### config.mk
export PLATFORM = sky130hd
export DESIGN_NAME = line_pixel_generator_core
export DESIGN_NICKNAME = d
export VERILOG_FILES = /design/src/sv/lpg_pkg.sv /design/src/sv/line_pixel_generator_core.sv /design/src/sv/lpg_front.sv /design/src/sv/lpg_queue.sv /design/src/sv/lpg_back.sv /design/src/sv/lpg_pixout.sv
export SDC_FILE = /design/constraint.sdc
export NUM_CORES = 1
export LEC_CHECK = 0
export ABC_AREA = 1
export ABC_CLOCK_PERIOD_IN_PS = 16750
export BUFFER_PORTS_ARGS = -buffer_cell sky130_fd_sc_hd__buf_2
export CORE_MARGIN = 3
export CORE_UTILIZATION = 43
export CTS_BUF_LIST = sky130_fd_sc_hd__clkbuf_2 sky130_fd_sc_hd__clkbuf_4 sky130_fd_sc_hd__clkbuf_8
export CTS_CLUSTER_DIAMETER = 50
export CTS_CLUSTER_SIZE = 25
export DETAILED_ROUTE_END_ITERATION = 10
export PLACE_DENSITY = 0.67
export SKIP_CTS_REPAIR_TIMING = 1
export SYNTH_ARGS = -nofsm -noshare
export SYNTH_HDL_FRONTEND = slang
export SYNTH_SLANG_ARGS = --single-unit
### constraint.sdc
create_clock -name clk -period 16.75 [get_ports clk]
set_input_delay 3.35 -clock clk [delete_from_list [all_inputs] [get_ports clk]]
set_output_delay 3.35 -clock clk [all_outputs]
set_load 0.05 [all_outputs]
### src/sv/lpg_pkg.sv
package lpg_pkg;

  // Default coordinate width of the pixel positions.
  localparam int COORD_BITS_DEFAULT = 12;

  // Fixed field widths.
  localparam int CFG_W   = 12;
  localparam int ADDR_W  = 22;
  localparam int COLOR_W = 8;

  // Configuration port geometry.
  localparam int APB_ADDR_W = 3;
  localparam int APB_DATA_W = 32;

  // Register indexes, taken from paddr[2].
  localparam logic REG_WIDTH  = 1'b0;
  localparam logic REG_HEIGHT = 1'b1;

  // Register reset values.
  localparam logic [CFG_W-1:0] WIDTH_RESET  = 12'd320;
  localparam logic [CFG_W-1:0] HEIGHT_RESET = 12'd200;

  // Item kinds.
  localparam logic KIND_START = 1'b0;
  localparam logic KIND_STEP  = 1'b1;

  // Command queue between the front and the back.
  localparam int QUEUE_DEPTH = 4;
  localparam int QPTR_W      = 2;

  // Fill status of the command queue.
  typedef struct packed {
    logic full;
    logic empty;
  } queue_status_t;

  // Width of one queue entry: kind, both endpoints, color, step signs,
  // deltas, initial error and the single-pixel flag.
  function automatic int entry_width(input int coord_bits);
    return 7 * coord_bits + 16;
  endfunction

endpackage

### src/sv/line_pixel_generator_core.sv
// Channel   Direction  Payload
// s_axis    in         tuser: kind; tdata: start_x, start_y, end_x, end_y, line_color
// m_axis    out        tlast: last; tdata: pixel_x, pixel_y, pixel_color,
//                      pixel_address, on_screen
// apb       in         screen_width at 0x0, screen_height at 0x4
//
// One word is taken and one pixel delivered per cycle, sustained while m_axis
// is ready, set by the single Bresenham step the back end performs each cycle.
// After its word is accepted, a pixel passes through the queue, the stepper
// register, the row-offset product register and the output register.
// Reset is synchronous; it empties the queue and the pipeline and ends any line.
// s_axis_tready drops only when the four-entry queue is full; a stall on
// m_axis fills the pipeline registers and then the queue.
module line_pixel_generator_core #(
  parameter int COORD_BITS = lpg_pkg::COORD_BITS_DEFAULT
) (
  input  logic                                clk,
  input  logic                                rst,
  // Input words.
  input  logic                                s_axis_tvalid,
  output logic                                s_axis_tready,
  // tdata from bit 0: start_x, start_y, end_x, end_y, line_color, zero fill.
  input  logic [((4 * COORD_BITS + 15) / 8) * 8 - 1:0] s_axis_tdata,
  // tuser: kind.
  input  logic                                s_axis_tuser,
  // Output pixels.
  output logic                                m_axis_tvalid,
  input  logic                                m_axis_tready,
  // tdata from bit 0: pixel_x, pixel_y, pixel_color, pixel_address,
  // on_screen, zero fill.
  output logic [((2 * COORD_BITS + 38) / 8) * 8 - 1:0] m_axis_tdata,
  output logic                                m_axis_tlast,
  // Configuration port.
  input  logic                                psel,
  input  logic                                penable,
  input  logic                                pwrite,
  input  logic [lpg_pkg::APB_ADDR_W-1:0]      paddr,
  input  logic [lpg_pkg::APB_DATA_W-1:0]      pwdata,
  output logic [lpg_pkg::APB_DATA_W-1:0]      prdata,
  output logic                                pready
);
  import lpg_pkg::*;

  localparam int C          = COORD_BITS;
  localparam int ENTRY_W    = entry_width(COORD_BITS);
  localparam int OUT_DATA_W = ((2 * COORD_BITS + 38) / 8) * 8;

  logic [CFG_W-1:0]   screen_width;
  logic [CFG_W-1:0]   screen_height;
  logic               reg_sel;

  queue_status_t      q_status;
  logic               q_push;
  logic               q_pop;
  logic [ENTRY_W-1:0] q_in;
  logic [ENTRY_W-1:0] q_out;

  logic               pix_valid;
  logic               pix_ready;
  logic [C-1:0]       pix_x;
  logic [C-1:0]       pix_y;
  logic [COLOR_W-1:0] pix_color;
  logic               pix_last;

  logic [C-1:0]       out_x;
  logic [C-1:0]       out_y;
  logic [COLOR_W-1:0] out_color;
  logic [ADDR_W-1:0]  out_address;
  logic               out_on_screen;

  // Configuration registers.
  assign pready  = 1'b1;
  assign reg_sel = paddr[2];
  assign prdata  = (reg_sel == REG_HEIGHT) ? APB_DATA_W'(screen_height)
                                           : APB_DATA_W'(screen_width);

  always_ff @(posedge clk) begin
    if (rst) begin
      screen_width  <= WIDTH_RESET;
      screen_height <= HEIGHT_RESET;
    end else if (psel && penable && pwrite && pready) begin
      if (reg_sel == REG_WIDTH) begin
        screen_width <= pwdata[CFG_W-1:0];
      end else begin
        screen_height <= pwdata[CFG_W-1:0];
      end
    end
  end

  lpg_front #(.COORD_BITS(COORD_BITS)) u_front (
    .s_axis_tvalid (s_axis_tvalid),
    .s_axis_tready (s_axis_tready),
    .kind          (s_axis_tuser),
    .start_x       ($signed(s_axis_tdata[0 +: C])),
    .start_y       ($signed(s_axis_tdata[C +: C])),
    .end_x         ($signed(s_axis_tdata[2 * C +: C])),
    .end_y         ($signed(s_axis_tdata[3 * C +: C])),
    .line_color    (s_axis_tdata[4 * C +: COLOR_W]),
    .q_status      (q_status),
    .q_push        (q_push),
    .q_entry       (q_in)
  );

  lpg_queue #(.WIDTH(ENTRY_W)) u_queue (
    .clk      (clk),
    .rst      (rst),
    .push     (q_push),
    .data_in  (q_in),
    .pop      (q_pop),
    .data_out (q_out),
    .status   (q_status)
  );

  lpg_back #(.COORD_BITS(COORD_BITS)) u_back (
    .clk       (clk),
    .rst       (rst),
    .q_status  (q_status),
    .q_entry   (q_out),
    .q_pop     (q_pop),
    .pix_valid (pix_valid),
    .pix_ready (pix_ready),
    .pix_x     (pix_x),
    .pix_y     (pix_y),
    .pix_color (pix_color),
    .pix_last  (pix_last)
  );

  lpg_pixout #(.COORD_BITS(COORD_BITS)) u_pixout (
    .clk           (clk),
    .rst           (rst),
    .screen_width  (screen_width),
    .screen_height (screen_height),
    .pix_valid     (pix_valid),
    .pix_ready     (pix_ready),
    .pix_x         (pix_x),
    .pix_y         (pix_y),
    .pix_color     (pix_color),
    .pix_last      (pix_last),
    .out_valid     (m_axis_tvalid),
    .out_ready     (m_axis_tready),
    .out_x         (out_x),
    .out_y         (out_y),
    .out_color     (out_color),
    .out_address   (out_address),
    .out_on_screen (out_on_screen),
    .out_last      (m_axis_tlast)
  );

  assign m_axis_tdata = OUT_DATA_W'({out_on_screen, out_address, out_color, out_y, out_x});

`ifndef SYNTHESIS
  // The queue can never report full and empty together.
  assert property (@(posedge clk) disable iff (rst) !(q_status.full && q_status.empty))
    else $error("queue reports full and empty at once");

  // The stepper never pulls a word from an empty queue.
  assert property (@(posedge clk) disable iff (rst) q_pop |-> !q_status.empty)
    else $error("pop from an empty queue");

  // An off-screen pixel carries a zero address.
  assert property (@(posedge clk) disable iff (rst)
    (m_axis_tvalid && !out_on_screen) |-> (out_address == '0))
    else $error("off-screen pixel with nonzero address");

  // Nothing is offered on the output in the cycle after reset.
  assert property (@(posedge clk) $past(rst) |-> !m_axis_tvalid)
    else $error("output valid right after reset");
`endif

endmodule

### src/sv/lpg_front.sv
module lpg_front #(
  parameter int COORD_BITS = lpg_pkg::COORD_BITS_DEFAULT
) (
  input  logic                                           s_axis_tvalid,
  output logic                                           s_axis_tready,
  input  logic                                           kind,
  input  logic signed [COORD_BITS-1:0]                   start_x,
  input  logic signed [COORD_BITS-1:0]                   start_y,
  input  logic signed [COORD_BITS-1:0]                   end_x,
  input  logic signed [COORD_BITS-1:0]                   end_y,
  input  logic [lpg_pkg::COLOR_W-1:0]                    line_color,
  input  lpg_pkg::queue_status_t                         q_status,
  output logic                                           q_push,
  output logic [lpg_pkg::entry_width(COORD_BITS)-1:0]    q_entry
);
  import lpg_pkg::*;

  localparam int C     = COORD_BITS;
  localparam int ERR_W = C + 2;

  logic signed [C:0]       dx;
  logic signed [C:0]       dy;
  logic [C:0]              abs_dx;
  logic [C:0]              abs_dy;
  logic                    neg_x;
  logic                    neg_y;
  logic [C:0]              half_dx;
  logic [C:0]              half_dy;
  logic signed [ERR_W-1:0] init_err;
  logic                    single;

  // Accept a word whenever the queue has room.
  assign s_axis_tready = !q_status.full;
  assign q_push        = s_axis_tvalid && !q_status.full;

  // Signed deltas between the endpoints, one bit wider than a coordinate.
  assign dx = $signed({end_x[C-1], end_x}) - $signed({start_x[C-1], start_x});
  assign dy = $signed({end_y[C-1], end_y}) - $signed({start_y[C-1], start_y});

  // A step direction is negative unless the delta is strictly positive.
  assign neg_x = dx[C] || (dx == '0);
  assign neg_y = dy[C] || (dy == '0);

  assign abs_dx = dx[C] ? $unsigned(-dx) : $unsigned(dx);
  assign abs_dy = dy[C] ? $unsigned(-dy) : $unsigned(dy);

  // Initial error is half the major delta, negative when y is major or on a tie.
  assign half_dx  = abs_dx >> 1;
  assign half_dy  = abs_dy >> 1;
  assign init_err = (abs_dx > abs_dy) ? $signed(ERR_W'(half_dx))
                                      : -$signed(ERR_W'(half_dy));

  // A line whose endpoints coincide is a single pixel.
  assign single = (start_x == end_x) && (start_y == end_y);

  assign q_entry = {single, init_err, abs_dy, abs_dx, neg_y, neg_x, line_color,
                    end_y, end_x, start_y, start_x, kind};

endmodule

### src/sv/lpg_queue.sv
module lpg_queue #(
  parameter int WIDTH = lpg_pkg::entry_width(lpg_pkg::COORD_BITS_DEFAULT)
) (
  input  logic                   clk,
  input  logic                   rst,
  input  logic                   push,
  input  logic [WIDTH-1:0]       data_in,
  input  logic                   pop,
  output logic [WIDTH-1:0]       data_out,
  output lpg_pkg::queue_status_t status
);
  import lpg_pkg::*;

  logic [WIDTH-1:0]  entries [QUEUE_DEPTH];
  logic [QPTR_W-1:0] wr_ptr;
  logic [QPTR_W-1:0] rd_ptr;
  logic [QPTR_W:0]   count;

  assign status.full  = (count == (QPTR_W + 1)'(QUEUE_DEPTH));
  assign status.empty = (count == '0);
  assign data_out     = entries[rd_ptr];

  // Pointers and fill count.
  always_ff @(posedge clk) begin
    if (rst) begin
      wr_ptr <= '0;
      rd_ptr <= '0;
      count  <= '0;
    end else begin
      if (push) begin
        wr_ptr <= wr_ptr + 1'b1;
      end
      if (pop) begin
        rd_ptr <= rd_ptr + 1'b1;
      end
      if (push && !pop) begin
        count <= count + 1'b1;
      end else if (pop && !push) begin
        count <= count - 1'b1;
      end
    end
  end

  // Entry storage.
  always_ff @(posedge clk) begin
    if (push) begin
      entries[wr_ptr] <= data_in;
    end
  end

endmodule

### src/sv/lpg_back.sv
module lpg_back #(
  parameter int COORD_BITS = lpg_pkg::COORD_BITS_DEFAULT
) (
  input  logic                                        clk,
  input  logic                                        rst,
  input  lpg_pkg::queue_status_t                      q_status,
  input  logic [lpg_pkg::entry_width(COORD_BITS)-1:0] q_entry,
  output logic                                        q_pop,
  output logic                                        pix_valid,
  input  logic                                        pix_ready,
  output logic [COORD_BITS-1:0]                       pix_x,
  output logic [COORD_BITS-1:0]                       pix_y,
  output logic [lpg_pkg::COLOR_W-1:0]                 pix_color,
  output logic                                        pix_last
);
  import lpg_pkg::*;

  localparam int C     = COORD_BITS;
  localparam int ERR_W = C + 2;
  localparam int EXT_W = C + 3;
  localparam int O_SX  = 1;
  localparam int O_SY  = 1 + C;
  localparam int O_EX  = 1 + 2 * C;
  localparam int O_EY  = 1 + 3 * C;
  localparam int O_COL = 1 + 4 * C;
  localparam int O_NX  = 9 + 4 * C;
  localparam int O_NY  = 10 + 4 * C;
  localparam int O_ADX = 11 + 4 * C;
  localparam int O_ADY = 12 + 5 * C;
  localparam int O_ERR = 13 + 6 * C;
  localparam int O_ONE = 15 + 7 * C;

  // Line state.
  logic                    active;
  logic [C-1:0]            cur_x;
  logic [C-1:0]            cur_y;
  logic [C-1:0]            target_x;
  logic [C-1:0]            target_y;
  logic                    step_x_neg;
  logic                    step_y_neg;
  logic [C:0]              abs_dx;
  logic [C:0]              abs_dy;
  logic signed [ERR_W-1:0] error_term;
  logic [COLOR_W-1:0]      held_color;

  // Fields of the entry at the head of the queue.
  logic                    e_kind;
  logic                    e_single;

  // Next step of the active line.
  logic signed [EXT_W-1:0] e_ext;
  logic signed [EXT_W-1:0] dx_ext;
  logic signed [EXT_W-1:0] dy_ext;
  logic signed [EXT_W-1:0] x_test;
  logic signed [EXT_W-1:0] err_sum;
  logic                    go_x;
  logic                    go_y;
  logic [C-1:0]            x_next;
  logic [C-1:0]            y_next;
  logic                    step_last;
  logic                    load;
  logic                    step;

  assign e_kind   = q_entry[0];
  assign e_single = q_entry[O_ONE];

  // Take the next word once the pixel register is free or being drained.
  assign q_pop = !q_status.empty && (!pix_valid || pix_ready);
  assign load  = q_pop && (e_kind == KIND_START);
  assign step  = q_pop && (e_kind == KIND_STEP) && active;

  // Error update: x moves if e > -dx, y moves if e < dy, both on the old e.
  always_comb begin
    e_ext   = EXT_W'(error_term);
    dx_ext  = $signed(EXT_W'(abs_dx));
    dy_ext  = $signed(EXT_W'(abs_dy));
    x_test  = e_ext + dx_ext;
    go_x    = !x_test[EXT_W-1] && (x_test != '0);
    go_y    = e_ext < dy_ext;
    err_sum = e_ext - (go_x ? dy_ext : '0) + (go_y ? dx_ext : '0);
    x_next  = cur_x;
    y_next  = cur_y;
    if (go_x) begin
      x_next = step_x_neg ? cur_x - 1'b1 : cur_x + 1'b1;
    end
    if (go_y) begin
      y_next = step_y_neg ? cur_y - 1'b1 : cur_y + 1'b1;
    end
    step_last = (x_next == target_x) && (y_next == target_y);
  end

  // Control: line activity and the pixel register's valid flag.
  always_ff @(posedge clk) begin
    if (rst) begin
      active    <= 1'b0;
      pix_valid <= 1'b0;
    end else begin
      if (load) begin
        active    <= !e_single;
        pix_valid <= 1'b1;
      end else if (step) begin
        active    <= !step_last;
        pix_valid <= 1'b1;
      end else if (q_pop || pix_ready) begin
        pix_valid <= 1'b0;
      end
    end
  end

  // Line state and pixel payload.
  always_ff @(posedge clk) begin
    if (load) begin
      cur_x      <= q_entry[O_SX +: C];
      cur_y      <= q_entry[O_SY +: C];
      target_x   <= q_entry[O_EX +: C];
      target_y   <= q_entry[O_EY +: C];
      held_color <= q_entry[O_COL +: COLOR_W];
      step_x_neg <= q_entry[O_NX];
      step_y_neg <= q_entry[O_NY];
      abs_dx     <= q_entry[O_ADX +: C + 1];
      abs_dy     <= q_entry[O_ADY +: C + 1];
      error_term <= $signed(q_entry[O_ERR +: ERR_W]);
      pix_x      <= q_entry[O_SX +: C];
      pix_y      <= q_entry[O_SY +: C];
      pix_color  <= q_entry[O_COL +: COLOR_W];
      pix_last   <= e_single;
    end else if (step) begin
      cur_x      <= x_next;
      cur_y      <= y_next;
      error_term <= $signed(err_sum[ERR_W-1:0]);
      pix_x      <= x_next;
      pix_y      <= y_next;
      pix_color  <= held_color;
      pix_last   <= step_last;
    end
  end

endmodule

### src/sv/lpg_pixout.sv
module lpg_pixout #(
  parameter int COORD_BITS = lpg_pkg::COORD_BITS_DEFAULT
) (
  input  logic                        clk,
  input  logic                        rst,
  input  logic [lpg_pkg::CFG_W-1:0]   screen_width,
  input  logic [lpg_pkg::CFG_W-1:0]   screen_height,
  input  logic                        pix_valid,
  output logic                        pix_ready,
  input  logic [COORD_BITS-1:0]       pix_x,
  input  logic [COORD_BITS-1:0]       pix_y,
  input  logic [lpg_pkg::COLOR_W-1:0] pix_color,
  input  logic                        pix_last,
  output logic                        out_valid,
  input  logic                        out_ready,
  output logic [COORD_BITS-1:0]       out_x,
  output logic [COORD_BITS-1:0]       out_y,
  output logic [lpg_pkg::COLOR_W-1:0] out_color,
  output logic [lpg_pkg::ADDR_W-1:0]  out_address,
  output logic                        out_on_screen,
  output logic                        out_last
);
  import lpg_pkg::*;

  localparam int C      = COORD_BITS;
  localparam int CMP_W  = C + CFG_W;
  localparam int PROD_W = C + CFG_W;
  localparam int SUM_W  = PROD_W + ADDR_W;

  // Product stage.
  logic                m_valid;
  logic                m_ready;
  logic [C-1:0]        m_x;
  logic [C-1:0]        m_y;
  logic [COLOR_W-1:0]  m_color;
  logic                m_last;
  logic                m_on;
  logic [PROD_W-1:0]   m_prod;

  logic                on_now;
  logic [SUM_W-1:0]    addr_sum;

  assign m_ready   = !out_valid || out_ready;
  assign pix_ready = !m_valid || m_ready;

  // Clip against the screen: both coordinates non-negative and inside.
  assign on_now = !pix_x[C-1] && !pix_y[C-1] &&
                  (CMP_W'(pix_x) < CMP_W'(screen_width)) &&
                  (CMP_W'(pix_y) < CMP_W'(screen_height));

  assign addr_sum = SUM_W'(m_prod) + SUM_W'(m_x);

  // Valid flags of both stages.
  always_ff @(posedge clk) begin
    if (rst) begin
      m_valid   <= 1'b0;
      out_valid <= 1'b0;
    end else begin
      if (pix_ready) begin
        m_valid <= pix_valid;
      end
      if (m_ready) begin
        out_valid <= m_valid;
      end
    end
  end

  // Row offset product, then the column add into the output word.
  always_ff @(posedge clk) begin
    if (pix_ready) begin
      m_x     <= pix_x;
      m_y     <= pix_y;
      m_color <= pix_color;
      m_last  <= pix_last;
      m_on    <= on_now;
      m_prod  <= PROD_W'(pix_y) * PROD_W'(screen_width);
    end
    if (m_ready) begin
      out_x         <= m_x;
      out_y         <= m_y;
      out_color     <= m_color;
      out_last      <= m_last;
      out_on_screen <= m_on;
      out_address   <= m_on ? addr_sum[ADDR_W-1:0] : '0;
    end
  end

endmodule
## Yosys cells after proc, flatten, opt, wreduce, memory -nomap -nowiden

Memory sizes are Yosys's and may differ from the RTL's. A register that Yosys moved wholly into a read port is not among the register bits.
Index checks and enable logic that the tools add are counted.
Widths: inputs -> output; s select.

- Bits in registers: 254
- Bits in writable memories: 400
- Output and inout port bits: 92
- Memories: 1

Memory list:

| name | depth | bits a word | rd ports | clocked after Yosys merged registers in | wr ports | RTL line | source |
|---|---|---|---|---|---|---|---|
| u_queue.entries | 4 | 100 | 1 | 1 | 1 | lpg_queue.sv:14 | `logic [WIDTH-1:0] entries [QUEUE_DEPTH];` |

- $add $sub $neg: 17
- Multiply operators: 1
- Magnitude comparators: 4
- Eq/ne operators: 5
- Muxes and demuxes: 31
- Bitwise gates (word level): 2
- Reductions and logical operators: 42

Operators with widths:

| kind | count |
|---|---|
| $mux 12 | 9 |
| $mux 13 | 4 |
| $eq 12x12->1 | 4 |
| $mux 14 | 3 |
| $logic_not 13->1 | 2 |
| $neg 13->13 | 2 |
| $sub 12x12->13 | 2 |
| $add 12x1->12 const B | 2 |
| $lt 12x12->1 | 2 |
| $sub 12x1->12 const B | 2 |
| $add 22x12->22 | 1 |
| $mul 12x12->22 | 1 |
| $mux 8 | 2 |
| $add 14x14->15 | 1 |
| $logic_and 1x1->1 | 15 |
| $reduce_bool 15->1 | 1 |
| $add 14x14->14 | 1 |
| $lt 14x14->1 | 1 |
| $neg 12->14 | 1 |
| $sub 14x13->14 | 1 |
| $gt 13x13->1 | 1 |
| $logic_not 1->1 | 12 |
| $mux 1 | 9 |
| $logic_or 1x1->1 | 6 |
| other kinds (11) | 17 |

## Logic depth before layout (Yosys ltp)

- Depth in word-level cells: 9
- Depth in mapped cells: 33

## By module

From an unflattened synthesis, not the netlist that was laid out.

- Cell total of the unflattened synthesis: 3958
- Area, all modules: 38107.8 sq um

By module, submodules not included:

| module | times used | cells an instance | area an instance (sq um) | sequential area each (sq um) |
|---|---|---|---|---|
| lpg_queue | 1 | 1025 | 15398.5 | 12191.7 |
| lpg_pixout | 1 | 1128 | 9910.8 | 3403.3 |
| lpg_back | 1 | 971 | 7958.9 | 3253.1 |
| lpg_front | 1 | 627 | 3543.4 | 0.0 |
| line_pixel_generator_core | 1 | 207 | 1296.2 | 480.5 |

## Least setup slack after synthesis

OpenSTA, ideal clock, no wires.

- Kind: input port to flip-flop
- Start: input port s_axis_tvalid
- End: memory u_queue.entries[0][0] (netlist bit) (enable)
- Library setup time: 0.560 ns
- Arrival: 7.722 ns
- Required time: 16.190 ns
- Path slack: 8.468 ns
- Cell stages on the path: 2
- Path buffers: 0
- Path through: nand2_1 nor2_1

- Word-level cells in the longest chain between the ends: 3

RTL lines:

| item | RTL line | source |
|---|---|---|
| start: declaration | line_pixel_generator_core.sv:20 | `input logic s_axis_tvalid,` |
| $logic_and 1x1->1 | lpg_front.sv:34 | `assign q_push = s_axis_tvalid && !q_status.full;` |
| $mux 1 | lpg_queue.sv:46 | `if (push) begin` |
| $mux 1 (implied by the code) | lpg_queue.sv:47 | `entries[wr_ptr] <= data_in;` |
| end: declaration | lpg_queue.sv:14 |  |

No other way between the ends.

## Worst setup path after layout

- Start: input port s_axis_tdata[24]
- End: memory u_queue.entries[0][87] (netlist bit), data pin

- Word-level cells in the longest chain between the ends: 5

RTL lines:

| item | RTL line | source |
|---|---|---|
| start: declaration | line_pixel_generator_core.sv:23 | `input logic [((4 * COORD_BITS + 15) / 8) * 8 - 1:0] s_axis_tdata,` |
| $sub 12x12->13 (*) | lpg_front.sv:37 | `assign dx = $signed({end_x[C-1], end_x}) - $signed({start_x[C-1], start_x});` |
| $neg 13->13 | lpg_front.sv:44 | `assign abs_dx = dx[C] ? $unsigned(-dx) : $unsigned(dx);` |
| $mux 13 (*) | lpg_front.sv:44 |  |
| via q_in[60] | line_pixel_generator_core.sv:55 | `logic [ENTRY_W-1:0] q_in;` |
| $gt 13x13->1 (*) | lpg_front.sv:50 | `assign init_err = (abs_dx > abs_dy) ? $signed(ERR_W'(half_dx))` |
| $mux 14 (*) | lpg_front.sv:50 |  |
| via q_in[87] | line_pixel_generator_core.sv:55 |  |

Mark *: on every way through the listed nets, which the timed path passes. The rest lies on a longest branch.

==> results.cfg <==
[run_status]
status = completed

[synthesis]
synth-seq-cells = 656
ys_seq_area_share_pct = 54.4
ys_types = 57
syn_area_per_cell_um2 = 10.3
yosys_warnings = 0
syn-cell-area_mm2 = 0.0355
netlist_instances = 3445

[setup_path]
critPathTopFamily = compound AO/OA/AOI/OAI gates
cp_max_fo = 15
crit_slowest_cell = o21ai_0
max_stage_delay_ps = 630
critPathBufInv = 7
arrival_ps = 8500
r2r_setup_slack_ps = 10570
rr_startpoint = u_back.abs_dx[0]
cp.required_ps = 17170
critPathKind = primary input to flip-flop
r2r_end = u_back.error_term[11]
crit_top_cell = inv_1
cp.depth = 29
startpoint_type = primary input
crit_path_end_kind = flip-flop
ff2ff_path_depth = 29

[cts]
clock_latency_ps = 710
htree_levels = 3
clockBufferDepth = 3
clk_pin_slew_worst_paths_ps = 90
cts-buffers-inserted = 72
cts_sinks = 656
root_buffer = clkbuf_8
cts_tree = built

[die]
die_h_um = 293
boundaryPins = 191
dieArea_mm2 = 0.0861
fp.dieW_um = 293
rows = 104
core_mm2 = 0.0812
start_util_pct = 43.7

[sta]
skew_ps = 54.8
tightest_slew_ps = 997
rsz0062_at_grt = no
fin_ws_ps = 8670
max_freq_ghz = 0.124
setup_viol = 0
slew_violations = 0
finalSetupTns_ps = 0
fin_crit_sh_pct = 48.3
timing.final.crit_period_ps = 8080
slew_headroom_pct = 33.6
final-hold-violation-count = 0

[detailed_routing]
ant_nets = 0
via_per_inst = 5.21
wl_per_cell_um = 17.8
drt_iter0_drc = 1943
vias = 24500
drc = 0
dr.pass1.iters = 5
routed_wl_um = 83400

[finish]
final_common_cell = edfxtp_1
fin_nets = 3976
area.growth.synth_to_final_pct = 9.75
regArea_mm2 = 0.0193
final_cells = 4691
layout-drive-gt1-share_pct = 10.2
fillers = 7401
final_cell_mix = edfxtp_1, nand2_1, inv_1
multi_input_area_mm2 = 0.0139

[global_routing]
grt_pass1_vias = 23400
grt_max_degree = 95
grt_overflow = 0
track_usage_pct = 19.3
grt_pass1_wl_um = 129000
antenna_found_initial = 11

[hold_path]
hold_start = u_back.pix_color[2]
min_path_type = flip-flop to flip-flop
hold_path_depth = 0
hold-path-endpoint = u_pixout.m_color[2]

[placement]
dp_cells = 4553
place_ws_ps = 7980
gp_congestion = 0.846
dp_hpwl_um = 57900
io_buffers = 146

[power_and_ir_drop]
power.density_mw_per_mm2 = 219
ir_drop_mv = 0.128
leakagePower_nw = 16.4

[job]
cap_violations = 0
==> power by group <==
group,internal (W),total [W],switching (W)
clock network,0.000522,0.00121,0.000688
registers,0.00249,0.00282,0.000327
logic,0.00154,0.00449,0.00295
==> worst max-delay path by stage <==
stage | from | endpoint | slack, ps
global placement | s_axis_tdata[24] | u_queue.entries[0][87] | 8040
CTS | s_axis_tdata[24] | u_queue.entries[0][87] | 8740
global route | s_axis_tdata[24] | u_queue.entries[0][87] | 8140
floorplan | s_axis_tvalid | u_queue.entries[0][0] | 8470
finish | s_axis_tdata[24] | u_queue.entries[0][87] | 8670
detailed placement | s_axis_tdata[24] | u_queue.entries[3][87] | 7980
==> state kept, by name (all words and copies together), names as in the netlist, 13 cells and up, named ones only <==
register	flops
u_back.abs_dy	13
u_pixout.out_address	22
u_queue.entries	400
u_back.error_term	14
u_pixout.m_prod	22
u_back.abs_dx	13
==> Yosys cell counts, drive strengths merged <==
cell	count	area [um2]
a2111oi	1	8.76
a211o	1	8.76
a211oi	4	30.0
a21boi	5	37.5
a21o	3	22.5
a21oi	156	792
a221oi	1	8.76
a31oi	25	156
and2	2	12.5
buf	38	253
clkbuf	106	398
clkinv	3	11.3
conb	2	7.51
dfxtp	37	741
edfxtp	619	18600
fa	119	2380
ha	191	2390
inv	475	1790
nand2	605	2310
nand3	131	703
nand3b	10	75.1
nand4	17	106
nor2	338	1290
nor3	18	95.1
nor3b	1	7.51
nor4	2	12.5
o2111a	1	11.3
o2111ai	2	17.5
o211ai	4	30.0
o21a	12	90.1
o21ai	316	1630
o21bai	8	60.1
o221ai	2	17.5
o22ai	98	613
o31ai	3	22.5
or2	9	56.3
xnor2	24	218
xor2	56	513
==> kinds of logic (layout without fill, tap and decap cells) <==
kind of cell	after synthesis	after routing	share of synthesized area [%]
buf+inv	622	784	6.90
other cells	2	26	0.0211
compound gates	642	642	10.0
fa+ha+maj	310	310	13.4
flops	656	656	54.4
simple gates	1133	1133	13.1
xor+xnor	80	80	2.06
==> through the flow <==
stage	util, %	total power (W)	hold WS [ps]	instance area, um2
2_1_floorplan	-	0.00616	400	35600
3_3_place_gp	45.9	0.00724	403	37300
3_5_place_dp	45.9	0.00733	405	37300
4_1_cts	48.0	0.00856	428	39000
5_1_grt	48.0	0.00933	429	39000
6_report	48.0	0.00852	426	39000
==> final cells by class <==
type / count / area share (%)
Antenna cell: 4 / 0.0257
Clock buffer: 78 / 2.71
Clock inverter: 56 / 1.70
Inverter: 478 / 4.62
Multi-Input combinational cell: 2187 / 35.6
Sequential cell: 656 / 49.6
Tap cell: 1060 / 3.40
Timing Repair Buffer: 172 / 2.38
==> routing by layer <==
metal	global-route usage [%]	vias to the layer above	part of all wire [%]
met5	0	-	0.070
met4	6.17	10	2.9
met3	3.62	143	7.0
met2	31.5	732	46
met1	26.1	11700	44
li1	-	11900	-
Note: power is estimated with default switching activity, not from simulation.
